$ cat src/rtl/spq_pkg.sv
// Shared types, widths and codes for the sorted priority queue.
// Depends on nothing; every other file refers to it by scoped names.
package spq_pkg;

	localparam int CAPACITY = 16;
	localparam int DATA_W   = 32;
	localparam int POS_W    = 4;
	localparam int CMD_W    = 2;
	localparam int STAT_W   = 2;
	localparam int ECNT_W   = 5;
	localparam int IDX_W    = $clog2(CAPACITY);
	localparam int CNT_W    = $clog2(CAPACITY + 1);
	localparam int CMP_W    = (CNT_W > POS_W) ? CNT_W : POS_W;

	// Stream payload widths, rounded up to whole bytes.
	localparam int S_TDATA_W = ((DATA_W + POS_W + 7) / 8) * 8;
	localparam int S_TUSER_W = ((CMD_W + 7) / 8) * 8;
	localparam int M_TDATA_W = ((DATA_W + ECNT_W + 7) / 8) * 8;
	localparam int M_TUSER_W = ((STAT_W + 7) / 8) * 8;

	localparam logic [CMD_W-1:0] CMD_INSERT = 2'd0;
	localparam logic [CMD_W-1:0] CMD_REMOVE = 2'd1;
	localparam logic [CMD_W-1:0] CMD_READ   = 2'd2;
	localparam logic [CMD_W-1:0] CMD_CLEAR  = 2'd3;

	localparam logic [STAT_W-1:0] STAT_DONE      = 2'd0;
	localparam logic [STAT_W-1:0] STAT_NOT_FOUND = 2'd1;
	localparam logic [STAT_W-1:0] STAT_FULL      = 2'd2;
	localparam logic [STAT_W-1:0] STAT_RANGE     = 2'd3;

	// Commands from the controller to the datapath.
	typedef struct packed {
		logic capture;  // latch the incoming beat
		logic exec;     // run the latched command and load the result
	} ctrl_cmd_t;

endpackage

$ cat src/rtl/sorted_priority_queue_top.sv
// Sorted priority queue, top level: joins spq_ctrl and spq_datapath, widths from spq_pkg.
// An accepted command beat is captured into the input register, run in the execute state, and
// its result is registered there and held until the result beat is taken.
// Commands do not overlap: no beat is taken while one executes, and the next beat can be
// taken in the same cycle the pending result is taken.
// Reset (arst_n, asynchronous, active low) empties the list and drops any pending result.
module sorted_priority_queue_top (
	input  logic                              clk,
	input  logic                              arst_n,
	// Command stream.
	input  logic                              s_tvalid,
	output logic                              s_tready,
	input  logic [spq_pkg::S_TDATA_W-1:0]     s_tdata,  // [31:0] value, [35:32] position
	input  logic [spq_pkg::S_TUSER_W-1:0]     s_tuser,  // [1:0] command
	// Result stream.
	output logic                              m_tvalid,
	input  logic                              m_tready,
	output logic [spq_pkg::M_TDATA_W-1:0]     m_tdata,  // [31:0] read_value, [36:32] entry_count
	output logic [spq_pkg::M_TUSER_W-1:0]     m_tuser   // [1:0] status
);

	spq_pkg::ctrl_cmd_t                cmd;
	logic [spq_pkg::STAT_W-1:0]        status;
	logic signed [spq_pkg::DATA_W-1:0] read_value;
	logic [spq_pkg::ECNT_W-1:0]        entry_count;

	// The controller owns both handshakes and tells the datapath when to
	// capture a beat and when to run it.
	spq_ctrl u_ctrl (
		.clk      (clk),
		.arst_n   (arst_n),
		.s_tvalid (s_tvalid),
		.s_tready (s_tready),
		.m_tvalid (m_tvalid),
		.m_tready (m_tready),
		.cmd      (cmd)
	);

	// The datapath holds the list in compare-and-shift cells; every cell
	// decides its own next value in the execute cycle. Entry storage is not
	// cleared by reset, since only entries below the count are ever read.
	spq_datapath u_dp (
		.clk         (clk),
		.arst_n      (arst_n),
		.cmd         (cmd),
		.in_command  (s_tuser[spq_pkg::CMD_W-1:0]),
		.in_value    (s_tdata[spq_pkg::DATA_W-1:0]),
		.in_position (s_tdata[spq_pkg::DATA_W +: spq_pkg::POS_W]),
		.status      (status),
		.read_value  (read_value),
		.entry_count (entry_count)
	);

	// Pack the result beat; unused upper bits are zero.
	assign m_tdata = {{(spq_pkg::M_TDATA_W - spq_pkg::DATA_W - spq_pkg::ECNT_W){1'b0}},
	                  entry_count, read_value};
	assign m_tuser = {{(spq_pkg::M_TUSER_W - spq_pkg::STAT_W){1'b0}}, status};

endmodule

$ cat src/rtl/spq_ctrl.sv
// Controller for the sorted priority queue: handshake and sequencing.
// Depends on spq_pkg for the command struct.
module spq_ctrl (
	input  logic               clk,
	input  logic               arst_n,
	input  logic               s_tvalid,
	output logic               s_tready,
	output logic               m_tvalid,
	input  logic               m_tready,
	output spq_pkg::ctrl_cmd_t cmd
);

	localparam logic ST_IDLE = 1'b0;
	localparam logic ST_EXEC = 1'b1;

	logic state_q;
	logic m_valid_q;
	logic accept;

	// A new beat is taken only when the result register is empty or drains now.
	assign s_tready    = (state_q == ST_IDLE) && (!m_valid_q || m_tready);
	assign accept      = s_tvalid && s_tready;
	assign m_tvalid    = m_valid_q;
	assign cmd.capture = accept;
	assign cmd.exec    = (state_q == ST_EXEC);

	always_ff @(posedge clk or negedge arst_n) begin
		if (!arst_n) begin
			state_q   <= ST_IDLE;
			m_valid_q <= 1'b0;
		end else begin
			unique case (state_q)
				ST_IDLE: begin
					if (accept) begin
						state_q <= ST_EXEC;
					end
				end
				ST_EXEC: begin
					state_q <= ST_IDLE;
				end
				default: begin
					state_q <= ST_IDLE;
				end
			endcase
			if (state_q == ST_EXEC) begin
				m_valid_q <= 1'b1;
			end else if (m_tready) begin
				m_valid_q <= 1'b0;
			end
		end
	end

	a_exec_gives_result: assert property (@(posedge clk) disable iff (!arst_n)
		(state_q == ST_EXEC) |=> m_valid_q)
		else $error("result not presented after execute");

	a_no_accept_in_exec: assert property (@(posedge clk) disable iff (!arst_n)
		(state_q == ST_EXEC) |-> !s_tready)
		else $error("input ready while a command executes");

	a_accept_starts_exec: assert property (@(posedge clk) disable iff (!arst_n)
		(s_tvalid && s_tready) |=> (state_q == ST_EXEC))
		else $error("accepted beat did not start execution");

endmodule

$ cat src/rtl/spq_datapath.sv
// Datapath for the sorted priority queue: input register, a row of
// compare-and-shift cells, the entry count and the result register.
// Depends on spq_pkg for widths, codes and the command struct.
module spq_datapath (
	input  logic                             clk,
	input  logic                             arst_n,
	input  spq_pkg::ctrl_cmd_t               cmd,
	input  logic [spq_pkg::CMD_W-1:0]        in_command,
	input  logic signed [spq_pkg::DATA_W-1:0] in_value,
	input  logic [spq_pkg::POS_W-1:0]        in_position,
	output logic [spq_pkg::STAT_W-1:0]       status,
	output logic signed [spq_pkg::DATA_W-1:0] read_value,
	output logic [spq_pkg::ECNT_W-1:0]       entry_count
);

	logic [spq_pkg::CMD_W-1:0]         cmd_q;
	logic signed [spq_pkg::DATA_W-1:0] val_q;
	logic [spq_pkg::POS_W-1:0]         pos_q;
	logic [spq_pkg::CNT_W-1:0]         count_q;
	logic [spq_pkg::DATA_W-1:0]        ent_q [spq_pkg::CAPACITY];

	logic [spq_pkg::CAPACITY-1:0]      gt;
	logic [spq_pkg::CAPACITY-1:0]      eq;
	logic [spq_pkg::CAPACITY-1:0]      past_hit;
	logic [spq_pkg::DATA_W-1:0]        ins_next [spq_pkg::CAPACITY];
	logic [spq_pkg::DATA_W-1:0]        rem_next [spq_pkg::CAPACITY];

	logic                              full;
	logic                              found;
	logic                              in_range;
	logic [spq_pkg::CMP_W-1:0]         pos_c;
	logic [spq_pkg::IDX_W-1:0]         rd_idx;
	logic                              do_ins;
	logic                              do_rem;
	logic [spq_pkg::CNT_W-1:0]         count_next;
	logic [spq_pkg::STAT_W-1:0]        stat_next;
	logic [spq_pkg::DATA_W-1:0]        rd_next;

	// Each cell compares its own entry with the command value.
	for (genvar i = 0; i < spq_pkg::CAPACITY; i++) begin : g_cell
		logic live;
		assign live     = spq_pkg::CNT_W'(i) < count_q;
		assign gt[i]    = live && ($signed(ent_q[i]) > val_q);
		assign eq[i]    = live && (ent_q[i] == val_q);
		assign past_hit[i] = |eq[i:0];

		// Entries are descending, so gt is a prefix; the slot just after it takes the value.
		if (i == 0) begin : g_head
			assign ins_next[i] = gt[i] ? ent_q[i] : val_q;
		end else begin : g_body
			assign ins_next[i] = gt[i] ? ent_q[i] : (gt[i-1] ? val_q : ent_q[i-1]);
		end

		// At and after the first match, each cell pulls from its lower neighbor.
		if (i == spq_pkg::CAPACITY - 1) begin : g_tail
			assign rem_next[i] = ent_q[i];
		end else begin : g_mid
			assign rem_next[i] = past_hit[i] ? ent_q[i+1] : ent_q[i];
		end

		always_ff @(posedge clk) begin
			if (do_ins) begin
				ent_q[i] <= ins_next[i];
			end else if (do_rem) begin
				ent_q[i] <= rem_next[i];
			end
		end
	end

	assign full     = (count_q == spq_pkg::CNT_W'(spq_pkg::CAPACITY));
	assign found    = |eq;
	assign pos_c    = spq_pkg::CMP_W'(pos_q);
	assign in_range = (pos_c < spq_pkg::CMP_W'(count_q)) &&
	                  (pos_c < spq_pkg::CMP_W'(spq_pkg::CAPACITY));
	assign rd_idx   = spq_pkg::IDX_W'(pos_c);
	assign do_ins   = cmd.exec && (cmd_q == spq_pkg::CMD_INSERT) && !full;
	assign do_rem   = cmd.exec && (cmd_q == spq_pkg::CMD_REMOVE) && found;

	always_comb begin
		count_next = count_q;
		stat_next  = spq_pkg::STAT_DONE;
		rd_next    = '0;
		unique case (cmd_q)
			spq_pkg::CMD_INSERT: begin
				if (full) begin
					stat_next = spq_pkg::STAT_FULL;
				end else begin
					count_next = count_q + 1'b1;
				end
			end
			spq_pkg::CMD_REMOVE: begin
				if (found) begin
					count_next = count_q - 1'b1;
				end else begin
					stat_next = spq_pkg::STAT_NOT_FOUND;
				end
			end
			spq_pkg::CMD_READ: begin
				if (in_range) begin
					rd_next = ent_q[rd_idx];
				end else begin
					stat_next = spq_pkg::STAT_RANGE;
				end
			end
			spq_pkg::CMD_CLEAR: begin
				count_next = '0;
			end
			default: begin
				count_next = count_q;
			end
		endcase
	end

	always_ff @(posedge clk) begin
		if (cmd.capture) begin
			cmd_q <= in_command;
			val_q <= in_value;
			pos_q <= in_position;
		end
		if (cmd.exec) begin
			status      <= stat_next;
			read_value  <= rd_next;
			entry_count <= spq_pkg::ECNT_W'(count_next);
		end
	end

	always_ff @(posedge clk or negedge arst_n) begin
		if (!arst_n) begin
			count_q <= '0;
		end else if (cmd.exec) begin
			count_q <= count_next;
		end
	end

	a_count_bounded: assert property (@(posedge clk) disable iff (!arst_n)
		count_q <= spq_pkg::CNT_W'(spq_pkg::CAPACITY))
		else $error("entry count beyond capacity");

	a_clear_empties: assert property (@(posedge clk) disable iff (!arst_n)
		(cmd.exec && cmd_q == spq_pkg::CMD_CLEAR) |=> (count_q == '0))
		else $error("clear left entries");

	a_insert_grows: assert property (@(posedge clk) disable iff (!arst_n)
		do_ins |=> (count_q == $past(count_q) + 1'b1))
		else $error("insert did not add one entry");

endmodule

$ cat config.mk
export PLATFORM = sky130hd
export DESIGN_NAME = sorted_priority_queue_top
export DESIGN_NICKNAME = d
export VERILOG_FILES = /design/src/rtl/spq_pkg.sv /design/src/rtl/sorted_priority_queue_top.sv /design/src/rtl/spq_ctrl.sv /design/src/rtl/spq_datapath.sv
export SDC_FILE = /design/constraint.sdc
export NUM_CORES = 2
export LEC_CHECK = 0
export ABC_AREA = 1
export BUFFER_PORTS_ARGS = -buffer_cell sky130_fd_sc_hd__buf_2
export CORE_ASPECT_RATIO = 0.75
export CORE_MARGIN = 8
export CORE_UTILIZATION = 39
export DETAILED_ROUTE_END_ITERATION = 10
export GPL_TIMING_DRIVEN = 0
export PLACE_DENSITY_LB_ADDON = 0.08
export SYNTH_ARGS = -nofsm -noshare
export SYNTH_HDL_FRONTEND = slang
export SYNTH_HIERARCHICAL = 1
export SYNTH_SLANG_ARGS = --single-unit
$ cat constraint.sdc
create_clock -name clk -period 10.5 [get_ports clk]
set_input_delay 1.05 -clock clk [delete_from_list [all_inputs] [get_ports clk]]
set_output_delay 1.05 -clock clk [all_outputs]
set_load 0.05 [all_outputs]
==> impl.org <==
** Global route
- Global routing finished with a remaining overflow of 0.
- First-pass GRT wire length :: 329000 µm
- Via count of the first global-routing pass :: 44700
- M2 GR Usage :: 0.431
- Largest net degree at the start of global routing :: 46
- Routing layer with the top usage in global route :: met1
- The number of antenna violations at the first check in global routing was 5.
- Met3 Track Usage GR :: 0.0936
- In the global route stage, overall resource usage came out at 0.332.
- Met1 Usage GRT :: 0.516

** Logic synthesis
- Of the post-synthesis cell area, the dominant cell type holds 0.366.
- Post-synthesis cell count :: 6452
- Sequential element share of the synthesized area :: 0.370
- The cell area that synthesis handed to floorplanning was approximately 48000 µm².
- Most numerous cell types in the synthesized netlist :: 1978 x sky130_fd_sc_hd__nand2_1, 843 x sky130_fd_sc_hd__nand3_1, 589 x sky130_fd_sc_hd__edfxtp_1, 533 x sky130_fd_sc_hd__inv_1, 519 x sky130_fd_sc_hd__ha_1
- The biggest area contributor in the post-synthesis netlist is sky130_fd_sc_hd__edfxtp_1.
- Synth Flop Type :: sky130_fd_sc_hd__edfxtp_1
- The number of different library cells used by synthesis comes to 49.
- Synth Warn # :: 6
- After synthesis, the cell types taking the most area are sky130_fd_sc_hd__edfxtp_1 37%, sky130_fd_sc_hd__nand2_1 15%, sky130_fd_sc_hd__ha_1 13%, sky130_fd_sc_hd__nand3_1 8.7%, sky130_fd_sc_hd__a21oi_1 5.1%.
- Flop and latch count out of synthesis :: a little under 600
- Most common cell in the netlist :: sky130_fd_sc_hd__nand2_1
- Number of enable flip-flop cells after synthesis :: 589
- Syn_area_per_cell :: 7.48 µm²
- For this run, asynchronously set or reset flops after synthesis account for 0.0117.

** Cells and area
- The area growth from synthesis to layout is 11.7%.
- Net count of the finished layout :: 7209
- Storage element area :: 17900 µm²
- Fill cells in the final layout number 12800.
- Summing all multi-input logic gate instances after layout gives 26700 µm².
- Measured on the finished design, the core utilization comes to 0.440.
- The finished layout holds between 8000 and 9000 standard cells, fillers aside.
- In the final layout, the share of cells above drive strength 1 is 0.0603.

** Timing
- Achievable frequency :: 151 MHz
- For the finished layout, the period the worst path requires is 6620 ps.
- At the pin with the least slew margin, the transition time is 1620 ps.
- Across all setup checks in the final design, the least slack found is 3880 ps.
- In the finished design, the share of the clock period the worst path needs comes to 0.630.
- Remaining max-slew budget at the tightest pin :: -0.0832
- Unrepaired setup endpoints after global routing :: false
- Final setup fails :: 0
- Final Hold Vio Count :: 0
- The number of slew-limit violations in the final report came to 46.
- For the final routed database, the setup TNS stands at 0 ps.
- For the final database, setup skew stands at 29.5 ps.

** Route
- Routed WL per cell :: 28.3 µm
- DRT Pass-1 Iters :: 9
- The detailed router placed 50400 vias in this run.
- The first routing iteration left 8106 violations.
- In the routed design, unresolved DRC markers number 0.
- Total wire length :: 236000 µm
- Via density :: 6.03
- The count of nets left with antenna violations once routing finished came out at 0.

** Worst setup path
- Worst reg-to-reg setup slack :: around 3900 ps
- Walking the worst path, the cells encountered are inv_1, clkbuf_2, ha_1, a21oi_1, o21a_1, a21oi_1, o21bai_1, nand3_1, nand3_1, clkbuf_1, nand2_1, a21oi_4, buf_12.
- Number of buffers and inverters on the critical path :: 4
- CP Launch Type :: flop
- Slowest cell delay on critical path :: 760 ps
- The worst setup path is of the reg2reg kind.
- For the worst setup path, the data arrival time is 7010 ps.
- In this run the worst path has a maximum fanout of 25.
- The worst setup path is captured at a flop.
- Data on the critical path is required at its endpoint by 10890 ps.
- Top cell family by delay on the critical path :: buffers and inverters
- The largest individual stage delay along the critical path comes from the cell sky130_fd_sc_hd__clkbuf_2.

** Pwr
- Worst supply voltage drop on vdd :: 0.116 mV
- For this design the static power due to leakage is 24.4 nW.
- Power per cell area :: approximately 140 nW/µm²

** Clock tree
- For this design, the CTS-stage hold fixing added 0 buffers.
- The number of gates resized after CTS was 0.
- The clock reaches the later pin of the worst-skew pair after 700 ps.
- Setup Buffers After CTS :: 0
- The clock net in this run drives a total of roughly 600 sinks.
- After clock tree synthesis, the clock-pin slew on the worst setup and hold paths is roughly 60 ps.
- Counting the buffers created by CTS gives 75.
- TritonCTS built the clock tree.
- The clock passes through at most 3 buffers.
- Cell chosen for the clock root :: sky130_fd_sc_hd__clkbuf_16
- H-tree depth :: 3

** Floorplanning
- Measured along the x axis, the die boundary spans 422 µm.
- Initial core utilization :: 0.394
- 102 I/O pins were placed.
- Placeable core area :: 122000 µm²
- After floorplanning, the core was divided into 111 placement rows.
- DIE HEIGHT :: 321 µm
- Die footprint :: about 140000 µm²

** Placement
- Once placement completed, the tool counted placed cells totaling around 8200.
- Summed over all nets, the half-perimeter wirelength after detailed placement is 188000 µm.
- Port Buf Inserts :: approximately 80
- At the end of routability-driven placement, the weighted congestion stood at approximately 0.98.
- Pre-CTS setup slack :: 4210 ps

** Hold path
- HP Class :: in2async

** Run status
- Violations in the final reports :: max-capacitance violations, max-slew violations
- The run finished, with violations left.

** Run
- Max capacitance violation total :: 5
==> cell families (layout without fill, tap and decap cells) <==
kind of cell	after synthesis	in the layout	share of synthesized area
multiplexers	31	31	0.00643
adder cells (fa/ha/maj)	519	519	0.134
flip-flops	596	596	0.370
AND/OR/NAND/NOR	3267	3267	0.286
AO/OA/AOI/OAI	1086	1086	0.121
other	1	24	0.0000777
XOR/XNOR	3	3	0.000544
buffers and inverters	949	1187	0.0810
==> power breakdown <==
| group | switching [W] | internal (W) | leakage (nW) |
|---|---|---|---|
| clock network | 0.00118 | 0.00158 | 1.20 |
| registers | 0.0000952 | 0.00277 | 5.48 |
| logic | 0.00146 | 0.000504 | 17.7 |
==> worst paths after layout <==
check,from,end,cells past startpoint
setup / recovery,u_dp/val_q[7],u_dp/ent_q[6][29],13
hold / removal,arst_n,u_ctrl/m_tvalid,1
setup reg to reg,u_dp/val_q[7],u_dp/ent_q[6][29],13
hold reg to reg,u_ctrl/state_q,u_ctrl/m_tvalid,2
max in group asynchronous,arst_n,u_dp/count_q[4],1
min in group clk,u_ctrl/state_q,u_ctrl/m_tvalid,2
==> registers in the layout, indices dropped and copies added, names as in the netlist <==
signal / count
u_dp/status: 2
u_dp/cmd_q: 2
u_dp/ent_q: 512
u_dp/entry_count: 5
u_dp/pos_q: 4
u_ctrl/state_q: 1
u_dp/val_q: 32
u_ctrl/m_tvalid: 1
u_dp/count_q: 5
u_dp/read_value: 32
==> layer usage <==
metal	up-vias	routed length [µm]
li1	22600	-
met1	24200	109000
met2	3292	86900
met3	359	31700
met4	6	8500
met5	-	138
==> metrics by stage <==
step,total power (W),area (µm²),hold WS [ps]
final,0.00759,53900,196
after global routing,0.00786,53900,177
after CTS,0.00754,53900,164
after detailed placement,0.00478,51400,505
after global placement,0.00472,50800,503
after floorplan,0.00402,48300,477
==> cells in the final DEF, fill, tap and decap left out, types with 168 or more instances in the layout <==
cell type	instances
sky130_fd_sc_hd__inv_1	533
sky130_fd_sc_hd__edfxtp_1	589
sky130_fd_sc_hd__nand3_1	843
sky130_fd_sc_hd__ha_1	519
sky130_fd_sc_hd__clkbuf_1	245
sky130_fd_sc_hd__o21ai_0	396
sky130_fd_sc_hd__nand2_1	1978
sky130_fd_sc_hd__a21oi_1	490
sky130_fd_sc_hd__nor2_1	266
sky130_fd_sc_hd__buf_2	168
==> cell type report <==
type                            instances  area share
Multi-Input combinational cell       4915       0.495
Clock inverter                         38     0.00752
Buffer                                404      0.0352
Clock buffer                           99      0.0382
Tap cell                             1638      0.0380
Inverter                              545      0.0382
Sequential cell                       596       0.331
Timing Repair Buffer                  101      0.0162
Antenna cell                           15    0.000696
Note: power is estimated with default switching activity, not from simulation.
